===== config.mk =====
export PLATFORM = sky130hd
export DESIGN_NAME = ppa_shift_add_unit
export DESIGN_NICKNAME = d
export VERILOG_FILES = /design/src/rtl/ppa_pkg.sv /design/src/rtl/ppa_shift_add_unit.sv
export SDC_FILE = /design/constraint.sdc
export NUM_CORES = 1
export LEC_CHECK = 0
export BUFFER_PORTS_ARGS = -buffer_cell sky130_fd_sc_hd__buf_4
export CAP_MARGIN = 25
export CELL_PAD_IN_SITES_DETAIL_PLACEMENT = 0
export CELL_PAD_IN_SITES_GLOBAL_PLACEMENT = 1
export CORE_MARGIN = 1
export CORE_UTILIZATION = 37
export DETAILED_ROUTE_END_ITERATION = 12
export PLACE_DENSITY_LB_ADDON = 0.1
export SYNTH_ARGS = -nofsm -noshare
export SYNTH_HDL_FRONTEND = slang
export SYNTH_SLANG_ARGS = --single-unit

===== constraint.sdc =====
create_clock -name clock -period 3.6 [get_ports clock]
set_clock_uncertainty 0.05 [all_clocks]
set_input_delay 0.18 -clock clock [delete_from_list [all_inputs] [get_ports clock]]
set_output_delay 0.18 -clock clock [all_outputs]
set_load 0.01 [all_outputs]

===== src/rtl/ppa_pkg.sv =====
// shared types and constants for the page pool allocator
package ppa_pkg;

   localparam int ADDR_W = 32;
   localparam int CNT_W  = 11;
   localparam int PS_W   = 18;
   localparam int PSZ_W  = 17;

   localparam logic [1:0] KIND_ALLOC = 2'd0;
   localparam logic [1:0] KIND_FREE  = 2'd1;
   localparam logic [1:0] KIND_INIT  = 2'd2;

   localparam logic [2:0] STS_OK          = 3'd0;
   localparam logic [2:0] STS_EMPTY       = 3'd1;
   localparam logic [2:0] STS_BELOW_BASE  = 3'd2;
   localparam logic [2:0] STS_MISALIGNED  = 3'd3;
   localparam logic [2:0] STS_OUT_OF_RANGE = 3'd4;
   localparam logic [2:0] STS_NOT_ALLOC   = 3'd5;

   localparam logic [1:0] CSR_POOL_BASE   = 2'd0;
   localparam logic [1:0] CSR_PAGE_SIZE   = 2'd1;
   localparam logic [1:0] CSR_TOTAL_PAGES = 2'd2;

   typedef struct packed {
      logic [1:0]        kind;
      logic [ADDR_W-1:0] page_address;
   } ppa_req_type;

   typedef struct packed {
      logic [ADDR_W-1:0] alloc_address;
      logic [2:0]        status;
      logic [CNT_W-1:0]  free_pages;
      logic [CNT_W-1:0]  all_pages;
   } ppa_rsp_type;

   typedef struct packed {
      logic start;
      logic divide;
   } ppa_unit_cmd_type;

endpackage


===== src/rtl/ppa_shift_add_unit.sv =====
// iterative shift-add unit: restoring divide or shift-add multiply, one bit per cycle
module ppa_shift_add_unit (
   input  logic                         clock,
   input  logic                         reset,
   input  ppa_pkg::ppa_unit_cmd_type    cmd,
   input  logic [ppa_pkg::ADDR_W-1:0]   oper_a,
   input  logic [ppa_pkg::PS_W-1:0]     oper_b,
   output logic                         done,
   output logic [ppa_pkg::ADDR_W-1:0]   acc,
   output logic [ppa_pkg::ADDR_W-1:0]   quo
);

   localparam logic [4:0] STEP_LAST = 5'd31;

   logic                        busy_ff, busy_in;
   logic                        done_ff, done_in;
   logic                        div_ff, div_in;
   logic [4:0]                  cnt_ff, cnt_in;
   logic [ppa_pkg::ADDR_W-1:0]  acc_ff, acc_in;
   logic [ppa_pkg::ADDR_W-1:0]  q_ff, q_in;
   logic [ppa_pkg::PS_W-1:0]    b_ff, b_in;

   logic [ppa_pkg::PS_W:0]      shifted;
   logic [32:0]                 add_a;
   logic [32:0]                 add_b;
   logic [33:0]                 sum;
   logic                        carry;

   // one shared adder serves both operations
   always_comb begin
      shifted = {acc_ff[ppa_pkg::PS_W-1:0], q_ff[ppa_pkg::ADDR_W-1]};
      if (div_ff) begin
         add_a = 33'(shifted);
         add_b = ~(33'(b_ff));
      end else begin
         add_a = {1'b0, acc_ff[ppa_pkg::ADDR_W-2:0], 1'b0};
         add_b = q_ff[ppa_pkg::ADDR_W-1] ? 33'(b_ff) : 33'd0;
      end
      sum   = {1'b0, add_a} + {1'b0, add_b} + 34'(div_ff);
      carry = sum[33];
   end

   always_comb begin
      busy_in = busy_ff;
      done_in = 1'b0;
      div_in  = div_ff;
      cnt_in  = cnt_ff;
      acc_in  = acc_ff;
      q_in    = q_ff;
      b_in    = b_ff;
      if (cmd.start) begin
         busy_in = 1'b1;
         div_in  = cmd.divide;
         cnt_in  = '0;
         acc_in  = '0;
         q_in    = oper_a;
         b_in    = oper_b;
      end else if (busy_ff) begin
         cnt_in = cnt_ff + 1'b1;
         if (div_ff) begin
            acc_in = carry ? sum[ppa_pkg::ADDR_W-1:0] : 32'(shifted);
            q_in   = {q_ff[ppa_pkg::ADDR_W-2:0], carry};
         end else begin
            acc_in = sum[ppa_pkg::ADDR_W-1:0];
            q_in   = {q_ff[ppa_pkg::ADDR_W-2:0], 1'b0};
         end
         if (cnt_ff == STEP_LAST) begin
            busy_in = 1'b0;
            done_in = 1'b1;
         end
      end
   end

   always_ff @(posedge clock) begin
      if (reset) begin
         busy_ff <= 1'b0;
         done_ff <= 1'b0;
         cnt_ff  <= '0;
      end else begin
         busy_ff <= busy_in;
         done_ff <= done_in;
         cnt_ff  <= cnt_in;
      end
   end

   always_ff @(posedge clock) begin
      div_ff <= div_in;
      acc_ff <= acc_in;
      q_ff   <= q_in;
      b_ff   <= b_in;
   end

   assign done = done_ff;
   assign acc  = acc_ff;
   assign quo  = q_ff;

endmodule


-- After elaboration in Yosys (flattened, before gate mapping)
Index checks and enable logic that the tools add are counted.
- divide/modulo/power cells: 0
- multipliers: 0
- $add $sub $neg: 3
- shift operators: 0
- muxes and demuxes: 12
- equality and inequality tests: 1
- bitwise logic cells: 2
- reductions and logical operators: 3
- $lt $le $gt $ge: 0
- operators with widths (operator ; number):
    2-to-1 mux 32 bit ; 5
    adder 33 x 33 -> 34 bit ; 1
    adder 34 x 1 -> 34 bit ; 1
    2-to-1 mux 33 bit ; 1
    NOT 18 -> 33 bit ; 1
    2-to-1 mux 18 bit ; 1
    adder 5 x 1 -> 5 bit (second input constant) ; 1
    equality test 5 bit (second input constant) ; 1
    2-to-1 mux 1 bit ; 5
    OR reduction 3 bit ; 1
    nonzero test 2 bit ; 1
    OR reduction 2 bit ; 1
    NOT 1 bit ; 1
- logic and storage cells: 28
- output and inout bits: 65
- bits in writable memories: 0
- latch bits: 0
- flip-flop bits (word level): 90
- memories: 0
- bits in read-only memories: 0

-- Longest topological paths before layout
Gate-level depths: netlist of the first run.
- depth after elaboration: 7
- gate-level depth with buffers: 17

-- Least setup slack after synthesis of the first run
No wires, ideal clock.
- kind: register -> register
- from: register div_ff
- to: register acc_ff (netlist bit acc[26])
- clock period less this slack: 3984 ps
- cell stages (with the launch flop): 17
- data arrival time: 3817 ps
- buffers on the path: 3
- setup slack: -384 ps
- path through: edfxtp_1 > clkbuf_1 > nor2b_1 > clkbuf_1 > clkbuf_1 > mux2i_1 > fa_1 > inv_1 > fa_1 > a21o_1 > a311o_1 > a31oi_4 > o31ai_2 > a211o_1 > a31o_1 > a211o_1 > a22o_1
- word-level cells in the longest chain between the ends: 5
- elaborated cells on any way between the ends: 6
- those cells by class: 2 x add/sub; 4 x mux
- ends and longest elaborated chain (item ; line ; RTL):
    from (decl) ; ppa_shift_add_unit.sv:17 ; logic div_ff, div_in;
    from (signal assigned) ; ppa_shift_add_unit.sv:87 ; div_ff <= div_in;
    2-to-1 mux 32 bit or 2-to-1 mux 33 bit (tied branches) ; ppa_shift_add_unit.sv:32 ; if (div_ff) begin
    adder 33 x 33 -> 34 bit ; ppa_shift_add_unit.sv:39 ; sum = {1'b0, add_a} + {1'b0, add_b} + 34'(div_ff);
    adder 34 x 1 -> 34 bit ; ppa_shift_add_unit.sv:39 ;
    2-to-1 mux 32 bit ; ppa_shift_add_unit.sv:61 ; acc_in = carry ? sum[ppa_pkg::ADDR_W-1:0] : 32'(shifted);
    2-to-1 mux 32 bit (*) ; ppa_shift_add_unit.sv:60 ; if (div_ff) begin
    to (signal assigned) ; ppa_shift_add_unit.sv:88 ; acc_ff <= acc_in;
    to (decl) ; ppa_shift_add_unit.sv:19 ; logic [ppa_pkg::ADDR_W-1:0] acc_ff, acc_in;
Mark *: on every way between the ends. The rest lies on a longest branch, timed or not.
A chain may end at the register's enable or synchronous reset.

-- Worst setup path in the final report of the first run
Ends and elaborated chain as after synthesis.

==> impl_metrics.csv, run 1 <==
group,metric,value,unit
clock_tree,numClockSinks,90,
yosys,yosys_warnings,0,
placed_design,dp_slack,-0.05367,ns
placed_design,globalplace.congestion,0.8434,
clock_tree,htreeDepth,3,
min_path,hold_class,"input port to flip-flop",
floorplan,coreArea,0.01324,mm²
floorplan,die_x,118.8,µm
yosys,synthFlopType,"edfxtp_1",
timing,hold_violations,0,
cells_and_area,drive_gt1_share,30.85,%
timing,timing.fmax,0.2849,GHz
yosys,ys_seq_area_share,45.84,%
run,maxCapViolations,0,
timing,finalCriticalPeriod,3.510,ns
cells_and_area,nets,755,
clock_tree,cts_tree,"built",
grt,antenna_found_initial,0,
drt,firstDrtPassIters,5,
drt,wl_per_cell,16.08,µm
floorplan,rows,42,
timing,setup_viol,0,
drt,drt-total-wl,13.83,mm
timing,min_period_over_period,97.50,%
power_and_ir_drop,p_total,3.017,mW
yosys,syn_nets,600,
floorplan,die_area,0.01410,mm²
timing,setup_ws,0.09012,ns
cells_and_area,area_growth,35.45,%
yosys,ys_ff_latch,90,
yosys,synth_top_area_share,30.36,%
grt,grt_use_total,20.02,%
drt,drc,0,
timing,timing.setup.tns,0,ns
setup_path,critPathCaptureType,"flip-flop",
floorplan,die_h,118.8,µm
clock_tree,clock_latency,0.35,ns
timing,worst_pin_slew,0.5961,ns
drt,ant_nets,0,
setup_path,timing_worst_setup_path_type,"flip-flop to flip-flop",
power_and_ir_drop,leakage,2.875,nW
cells_and_area,fillerInstances,1257,
yosys,yosysTopAreaCell,"edfxtp_1",
outcome,status,"complete, no violations",
grt,grt_overflow,0,
timing,slew_violations,0,
clock_tree,clock_path_buffers,2,
grt,grt_pass1_vias,4373,
clock_tree,root_buffer,"clkbuf_16",
grt,grt_pass1_wl,22.19,mm
clock_tree,clkTransAtPathRegs,0.06,ns
yosys,synthesis.area,0.005044,mm²
grt,grt_max_degree,51,
floorplan,ios,119,
placed_design,dpl_cell_area,0.006289,mm²
timing,maxSlewHeadroom,60.26,%
drt,drt-vias-per-instance,5.181,
clock_tree,cts_made_buffers,9,
floorplan,initial_core_util,38.09,%
yosys,ys_types,52,
cells_and_area,fin_area,0.006832,mm²
placed_design,portBuffers,118,
placed_design,hpwlAfterDp,10.14,mm
cells_and_area,antenna_cells,0,
setup_path,arrival,3.70,ns
yosys,postSynth.asyncResetShare,0,%
power_and_ir_drop,pwr_density_cell,441.6,mW/mm²
setup_path,path_max_fanout,5,
yosys,synth_cells,524,
yosys,syn_avg_cell_area,9.625,µm²
setup_path,cp-start-kind,"flip-flop",
yosys,yosys-top-cells-area,"edfxtp_1 (30%), dfxtp_1 (15%), mux2_2 (7.1%), nand2_1 (6.3%), ha_1 (5.0%)",
drt,vias,4456,
setup_path,required,3.79,ns
yosys,synth_edf_count,51,
drt,detail_route.iter0.violations,234,
power_and_ir_drop,peakVddDrop,0.0003282,V
[metrics by stage]
step / util, % / cells / hold WS (ns)
floorplan: - / 524 / 0.2024
global placement: 47.49 / 822 / 0.3100
detailed placement: 47.49 / 822 / 0.3097
CTS: 51.33 / 858 / 0.04682
global route: 51.59 / 860 / 0.07176
finish: 51.59 / 860 / 0.06157
[per-layer routing]
metal	GRT usage [%]	up-vias	share of wire (%)
met3	4.923	11	5.6
met2	31.43	120	46
met5	0	-	0
li1	-	2244	-
met4	6.883	0	1.1
met1	26.77	2081	47
[path summary, 6_finish.rpt]
path                                 from       to  slack [ns]  depth (start not counted)
worst max-delay path               div_ff  acc[26]        0.09                         13
worst min-delay path            oper_a[0]   quo[0]        0.06                          3
worst max register to register     div_ff  acc[26]        0.09                         13
worst min register to register    acc[31]  acc[31]        0.41                          2
[where the power goes]
part,total (mW),switching [mW],internal (mW)
Combinational,0.779,0.402,0.377
Clock,0.974,0.413,0.561
Sequential,1.26,0.0782,1.19
Total,3.02,0.893,2.12
[state kept, by name, summed over array words and instances, names as in the netlist]
| signal | flops |
|---|---|
| busy_ff | 1 |
| done | 1 |
| quo | 32 |
| cnt_ff | 5 |
| acc | 32 |
| b_ff | 18 |
| div_ff | 1 |
[Yosys cell counts (6+ instances only)]
master     n
a21o_1     8
a21oi_1   31
a311oi_1  16
clkbuf_1  21
dfxtp_1   39
edfxtp_1  51
ha_1      20
inv_1     11
mux2_2    32
nand2_1   84
nand3_1    9
nand4_1    8
nor2_1    42
nor3_1     7
o211ai_1   6
o21ai_0   29
o21ai_1   13
xnor2_1   11
xor2_1    13
[critical path: stages, from the launching register on]
cell	delay, ns
edfxtp_1	0.43
buf_4	0.18
mux2i_2	0.16
fa_2	0.23
inv_1	0.05
fa_2	0.35
a21o_1	0.20
a311o_1	0.42
a31oi_4	0.19
o31ai_2	0.10
a211o_1	0.32
a31o_4	0.28
a211o_1	0.26
a22o_1	0.19
[cell type report]
type	count	area [µm²]	area share, %
multi-input cells	395	2608	38.17
repair buffers	172	1341	19.63
clock buffers	11	242.7	3.553
inverters	11	43.79	0.6410
clock inverters	5	63.81	0.9341
well taps	176	220.2	3.223
flip-flops and latches	90	2312	33.85
[layout by cell type, fill, tap and decap left out, drive strengths merged, types with 3 or more instances in the layout]
master       count
buf            152
nand2           84
edfxtp          51
nor2            43
o21ai           42
dfxtp           39
mux2            32
a21oi           31
dlygate4sd3     20
ha              20
a311oi          16
xor2            13
xnor2           11
inv             11
clkbuf          11
nand3            9
a21o             8
nand4            8
nor3             7
o211ai           6
a31oi            6
and3             5
o21a             5
o31ai            5
a211o            4
and4             3
and2             3
a22o             3
o21bai           3
clkinv           3
mux2i            3
[cell families after synthesis]
logic type | synth area share, %
muxes | 7.740
buffers and inverters | 3.002
xor gates and xnor gates | 4.168
adders and majority gates | 5.755
and+or+nand+nor | 14.96
AOI/OAI and AO/OA | 18.53
DFF | 45.84
[repair_timing]
action	CTS	global route
hold buffers	20	0
endpoints found under the setup margin	2	7
gates resized for setup	2	6
setup buffers	0	2
endpoints found under the hold margin	20	0
pin swaps	0	3
(Power assumes the default switching activity.)
==> run 2, diff against run 1 <==
--- a/config.mk
+++ b/config.mk
@@ -13,6 +13,7 @@
 export CORE_UTILIZATION = 37
 export DETAILED_ROUTE_END_ITERATION = 12
 export PLACE_DENSITY_LB_ADDON = 0.1
+export RECOVER_POWER = 50
 export SYNTH_ARGS = -nofsm -noshare
 export SYNTH_HDL_FRONTEND = slang
 export SYNTH_SLANG_ARGS = --single-unit
==> run 2 against run 1 <==
The run now ends with max-capacitance violations, max-slew violations left. Register-to-register slack hardly changed. Non-clock buffer count stayed put. Cell count stayed put. Critical endpoint unchanged. Critical path depth stayed put.
==> impl_metrics.csv, run 2 (synthesized netlist as in run 1, its figures left out) <==
group,metric,value,unit
placed_design,dp_slack,-0.05367,ns
floorplan,ios,119,
clock_tree,clock_path_buffers,2,
grt,grt_pass1_vias,4373,
cells_and_area,layout_common_cells,"buf_4 (98), nand2_1 (84), edfxtp_1 (51), nor2_1 (42), dfxtp_1 (39)",
drt,drc,0,
drt,detail_route.iter0.violations,211,
placed_design,portBuffers,118,
clock_tree,clkTransAtPathRegs,0.06,ns
power_and_ir_drop,power_frac_comb,25.2,%
setup_path,critPathCaptureType,"flip-flop",
min_path,min-delay-start,"oper_a[0]",
drt,wl_per_cell,16.04,µm
outcome,status,"finished, violations left",
setup_path,slowest_delay,0.43,ns
power_and_ir_drop,clockPowerShare,32.6,%
timing,timing.fmax,0.2842,GHz
power_and_ir_drop,leakage,2.741,nW
drt,highest_layer,"met4",
floorplan,coreArea,0.01324,mm²
outcome,violations,"max-capacitance violations, max-slew violations",
setup_path,worst_r2r_startpoint,"div_ff",
drt,vias,4446,
cells_and_area,layout_commonest_cell,"buf_4",
clock_tree,clock_latency,0.35,ns
drt,drt-met1-wl,6.653,mm
drt,route.met3.wl,629,µm
timing,hold_violations,0,
clock_tree,numClockSinks,90,
min_path,hold_class,"input port to flip-flop",
power_and_ir_drop,p_sw,0.8919,mW
clock_tree,cts_made_buffers,9,
power_and_ir_drop,pwr_density_cell,446.1,mW/mm²
floorplan,die_h,118.8,µm
power_and_ir_drop,pwr-share-seq,42.3,%
drt,drt-vias-per-instance,5.170,
drt,ant_nets,0,
floorplan,die_x,118.8,µm
power_and_ir_drop,peakVddDrop,0.0003179,V
cells_and_area,nets,755,
setup_path,critPathSlowestCell,"edfxtp_1",
clock_tree,htreeDepth,3,
clock_tree,root_buffer,"clkbuf_16",
setup_path,arrival,3.71,ns
setup_path,cp_num_buf_inv,2,
floorplan,die_area,0.01410,mm²
setup_path,path_cells,"buf_4, mux2i_2, fa_2, inv_1, fa_2, a21o_1, a311o_1, a31oi_4, o31ai_2, a211o_1, a31o_4, a211o_1, a22o_1",
floorplan,rows,42,
run,maxCapViolations,1,
setup_path,crit_family,"compound AO/OA/AOI/OAI gates",
clock_tree,cts_tree,"built",
timing,finalCriticalPeriod,3.518,ns
cells_and_area,fin_util,50.60,%
grt,antenna_found_initial,0,
grt,grt_overflow,0,
drt,drt-total-wl,13.79,mm
power_and_ir_drop,switching_share,29.83,%
timing,setup_ws,0.08163,ns
setup_path,cp-start-kind,"flip-flop",
timing,worst_pin_slew,2.530,ns
timing,setup_viol,0,
grt,grt_pass1_wl,22.19,mm
timing,maxSlewHeadroom,-68.65,%
setup_path,path_max_fanout,5,
cells_and_area,antenna_cells,0,
setup_path,required,3.80,ns
grt,grt_max_degree,51,
drt,wl_met2,6.350,mm
cells_and_area,drive_gt1_share,25.73,%
setup_path,startpoint,"div_ff",
placed_design,hpwlAfterDp,10.14,mm
setup_path,timing_worst_setup_path_type,"flip-flop to flip-flop",
cells_and_area,area_growth,32.87,%
floorplan,initial_core_util,38.09,%
placed_design,globalplace.congestion,0.8434,
power_and_ir_drop,p_int,2.098,mW
timing,slew_violations,51,
timing,min_period_over_period,97.73,%
grt,grt_use_total,20.02,%
drt,firstDrtPassIters,4,
[run 2: worst paths after layout]
kind         depth (start not counted)  endpoint  slack [ns]
min reg2reg                          2   acc[31]        0.41
max reg2reg                         13   acc[26]        0.08
max                                 13   acc[26]        0.08
min                                  3    quo[0]        0.06
[run 2: metal layers]
metal / track usage [%] / up-vias
met2: 31.43 / 112
met4: 6.883 / 0
met1: 26.77 / 2080
met3: 4.923 / 11
met5: 0 / -
li1: - / 2243
[run 2: cell type report]
cell class              instances  area, µm²
clock inverters                 5      63.81
flip-flops and latches         90       2312
fillers                      1289       6541
multi-input cells             395       2608
clock buffers                  11      242.7
repair buffers                172       1211
inverters                      11      43.79
well taps                     176      220.2
[run 2: power by group through the flow]
stage          clock network, mW  registers [mW]  logic (mW)
2_1_floorplan                  0            1.29       0.429
3_3_place_gp                   0            1.28       0.752
3_5_place_dp                   0            1.28       0.752
4_1_cts                    0.997            1.26       0.773
5_1_grt                     1.03            1.27       0.827
6_report                   0.974            1.26       0.753
[run 2: worst register-to-register path: stages (launching register included)]
cell	delay, ns
edfxtp_1	0.43
buf_4	0.18
mux2i_2	0.16
fa_2	0.23
inv_1	0.05
fa_2	0.35
a21o_1	0.20
a311o_1	0.42
a31oi_4	0.20
o31ai_2	0.10
a211o_1	0.32
a31o_4	0.28
a211o_1	0.26
a22o_1	0.19
[run 2: per-stage QoR]
stage	hold slack [ns]	setup TNS [ns]	instance area [µm²]	power, mW	instances
global placement	0.3100	0	6289	2.035	822
detailed placement	0.3097	-0.09329	6289	2.036	822
global route	0.07210	-0.04278	6701	3.136	860
CTS	0.04682	0	6798	3.035	858
finish	0.06138	0	6701	2.990	860
floorplan	0.2024	-0.2308	5077	1.720	524
[run 2: what timing repair did]
action                                  in CTS  in global routing
buffers inserted                             0                  2
endpoints found under the hold margin       20                  0
pin swaps                                    0                  3
endpoints found under the setup margin       2                  7
hold buffers                                20                  0
resized for setup                            2                  6
==> run 3, diff against run 2 <==
--- a/config.mk
+++ b/config.mk
@@ -5,11 +5,10 @@
 export SDC_FILE = /design/constraint.sdc
 export NUM_CORES = 1
 export LEC_CHECK = 0
-export BUFFER_PORTS_ARGS = -buffer_cell sky130_fd_sc_hd__buf_4
+export BUFFER_PORTS_ARGS = -buffer_cell sky130_fd_sc_hd__buf_2
 export CAP_MARGIN = 25
 export CELL_PAD_IN_SITES_DETAIL_PLACEMENT = 0
 export CELL_PAD_IN_SITES_GLOBAL_PLACEMENT = 1
-export CORE_MARGIN = 1
 export CORE_UTILIZATION = 37
 export DETAILED_ROUTE_END_ITERATION = 12
 export PLACE_DENSITY_LB_ADDON = 0.1
==> run 3 against run 2 <==
The run still ends with max-capacitance violations, max-slew violations left. Sequential share of layout area grew 1.1 points. Clock power grew 1%. Wire length shrank 2.3%. Cell area shrank 3.1%. Critical endpoint unchanged. Sequential cell count is the same. Core utilization shrank 1.6 points. Critical path depth is the same. Register-to-register slack lost 0.03 ns.
==> impl_metrics.csv, run 3 (synthesized netlist as in run 1, its figures left out) <==
group,metric,value,unit
floorplan,coreArea,0.01324,mm²
cells_and_area,regArea,0.002312,mm²
run,maxCapViolations,1,
drt,vias,4466,
floorplan,ios,119,
setup_path,path_cells,"buf_6, mux2i_4, fa_2, inv_1, fa_2, a21o_1, a311o_1, a31oi_4, o31ai_2, a211o_1, a31o_4, a211o_1, a22o_1",
outcome,violations,"max-capacitance violations, max-slew violations",
timing,timing.setup.tns,0,ns
drt,wl_per_cell,15.67,µm
drt,ant_nets,0,
setup_path,slowest_delay,0.46,ns
timing,timing.fmax,0.2821,GHz
timing,min_period_over_period,98.45,%
timing,maxSlewHeadroom,-58.91,%
cells_and_area,antenna_cells,0,
placed_design,dp_slack,0.02586,ns
floorplan,die_x,118.8,µm
floorplan,die_area,0.01410,mm²
drt,drc,0,
timing,finalCriticalPeriod,3.544,ns
grt,grt_pass1_wl,21.89,mm
drt,detail_route.iter0.violations,190,
grt,grt_pass1_vias,4400,
grt,antenna_found_initial,0,
cells_and_area,layout_common_cells,"nand2_1 (84), buf_2 (66), clkbuf_1 (54), edfxtp_1 (51), nor2_1 (42)",
grt,grt_overflow,0,
timing,setup_viol,0,
placed_design,hpwlAfterDp,10.03,mm
floorplan,initial_core_util,38.09,%
timing,hold_violations,0,
power_and_ir_drop,pwr_density_cell,456.0,mW/mm²
cells_and_area,nets,756,
grt,grt_max_degree,49,
cells_and_area,fillerInstances,1316,
cells_and_area,drive_gt1_share,23.10,%
clock_tree,clock_path_buffers,2,
timing,rsz0062_at_grt,"true",
clock_tree,cts_tree,"built",
floorplan,die_h,118.8,µm
cells_and_area,final_cells,860,
setup_path,critPathSlowestCell,"edfxtp_1",
power_and_ir_drop,peakVddDrop,0.0002620,V
setup_path,path_max_fanout,5,
power_and_ir_drop,leakage,2.637,nW
placed_design,globalplace.congestion,0.8610,
outcome,status,"finished, violations left",
power_and_ir_drop,p_total,2.961,mW
setup_path,required,3.78,ns
clock_tree,numClockSinks,90,
cells_and_area,multi_input_area,0.002624,mm²
drt,drt-total-wl,13.47,mm
timing,setup_ws,0.05576,ns
clock_tree,clock_latency,0.34,ns
clock_tree,htreeDepth,3,
setup_path,critPathCaptureType,"flip-flop",
min_path,hold_class,"input port to flip-flop",
setup_path,arrival,3.73,ns
clock_tree,cts_made_buffers,9,
grt,grt_use_total,19.62,%
placed_design,post-place-cells,820,
cells_and_area,layout_commonest_cell,"nand2_1",
setup_path,cp-start-kind,"flip-flop",
timing,worst_pin_slew,2.384,ns
drt,drt-vias-per-instance,5.193,
clock_tree,clkTransAtPathRegs,0.06,ns
clock_tree,root_buffer,"clkbuf_16",
setup_path,timing_worst_setup_path_type,"flip-flop to flip-flop",
floorplan,rows,42,
cells_and_area,area_growth,28.75,%
drt,firstDrtPassIters,5,
timing,slew_violations,49,
placed_design,portBuffers,118,
==> run 3: changes by cell type in the layout (fill, tap and decap cells not counted), moves of 3 or more <==
cell / change
buf_2: +66
buf_4: -66
clkbuf_1: +19
clkbuf_4: -19
clkinv_4: -3
==> run 3: critical path, delay by kind of cell (launching register included) <==
family / cells / cell delay [ns]
DFF: 1 / 0.46
AOI/OAI and AO/OA: 8 / 1.96
adders and majority gates: 2 / 0.59
buffers and inverters: 2 / 0.22
muxes: 1 / 0.15
==> run 3: report_power, final <==
part / switching, mW / internal, mW / total [mW]
sequential: 0.0733 / 1.19 / 1.26
clock: 0.381 / 0.603 / 0.984
combinational: 0.403 / 0.315 / 0.718
==> run 3: repair_timing <==
action,in CTS,in global routing
gates resized for setup,0,10
setup buffers,0,5
setup endpoints to repair,0,13
hold buffers,20,0
endpoints found under the hold margin,20,0
==> run 3: final cells by class <==
| cell class | count | share of cell area, % |
|---|---|---|
| clock buffer | 10 | 3.526 |
| clock inverter | 5 | 1.195 |
| inverter | 11 | 0.6936 |
| multi-input combinational | 395 | 40.40 |
| sequential | 90 | 35.61 |
| tap | 176 | 3.391 |
| timing repair buffer | 173 | 15.18 |
==> run 3: routing by layer <==
metal | share of wire (%) | routed length, µm | vias up | GRT usage, %
met2 | 45 | 6126 | 137 | 30.92
met5 | 0 | 0 | - | 0
li1 | - | - | 2244 | -
met4 | 1.6 | 221 | 0 | 7.199
met3 | 4.2 | 567 | 16 | 3.330
met1 | 49 | 6557 | 2069 | 26.89
==> run 3: path summary, 6_finish.rpt <==
check / depth (start not counted) / startpoint / slack, ns / end
hold reg to reg: 2 / acc[31] / 0.41 / acc[31]
setup / recovery: 13 / div_ff / 0.06 / acc[26]
setup reg to reg: 13 / div_ff / 0.06 / acc[26]
hold / removal: 3 / oper_a[0] / 0.07 / quo[0]
==> run 3: per-stage QoR <==
stage / hold slack [ns] / utilization [%] / cell area (µm²)
after floorplan: 0.2024 / - / 5077
after detailed placement: 0.3089 / 45.14 / 5978
after global routing: 0.08174 / 49.04 / 6494
final: 0.07271 / 49.04 / 6494
after global placement: 0.3048 / 45.14 / 5978
after CTS: 0.06435 / 48.97 / 6485
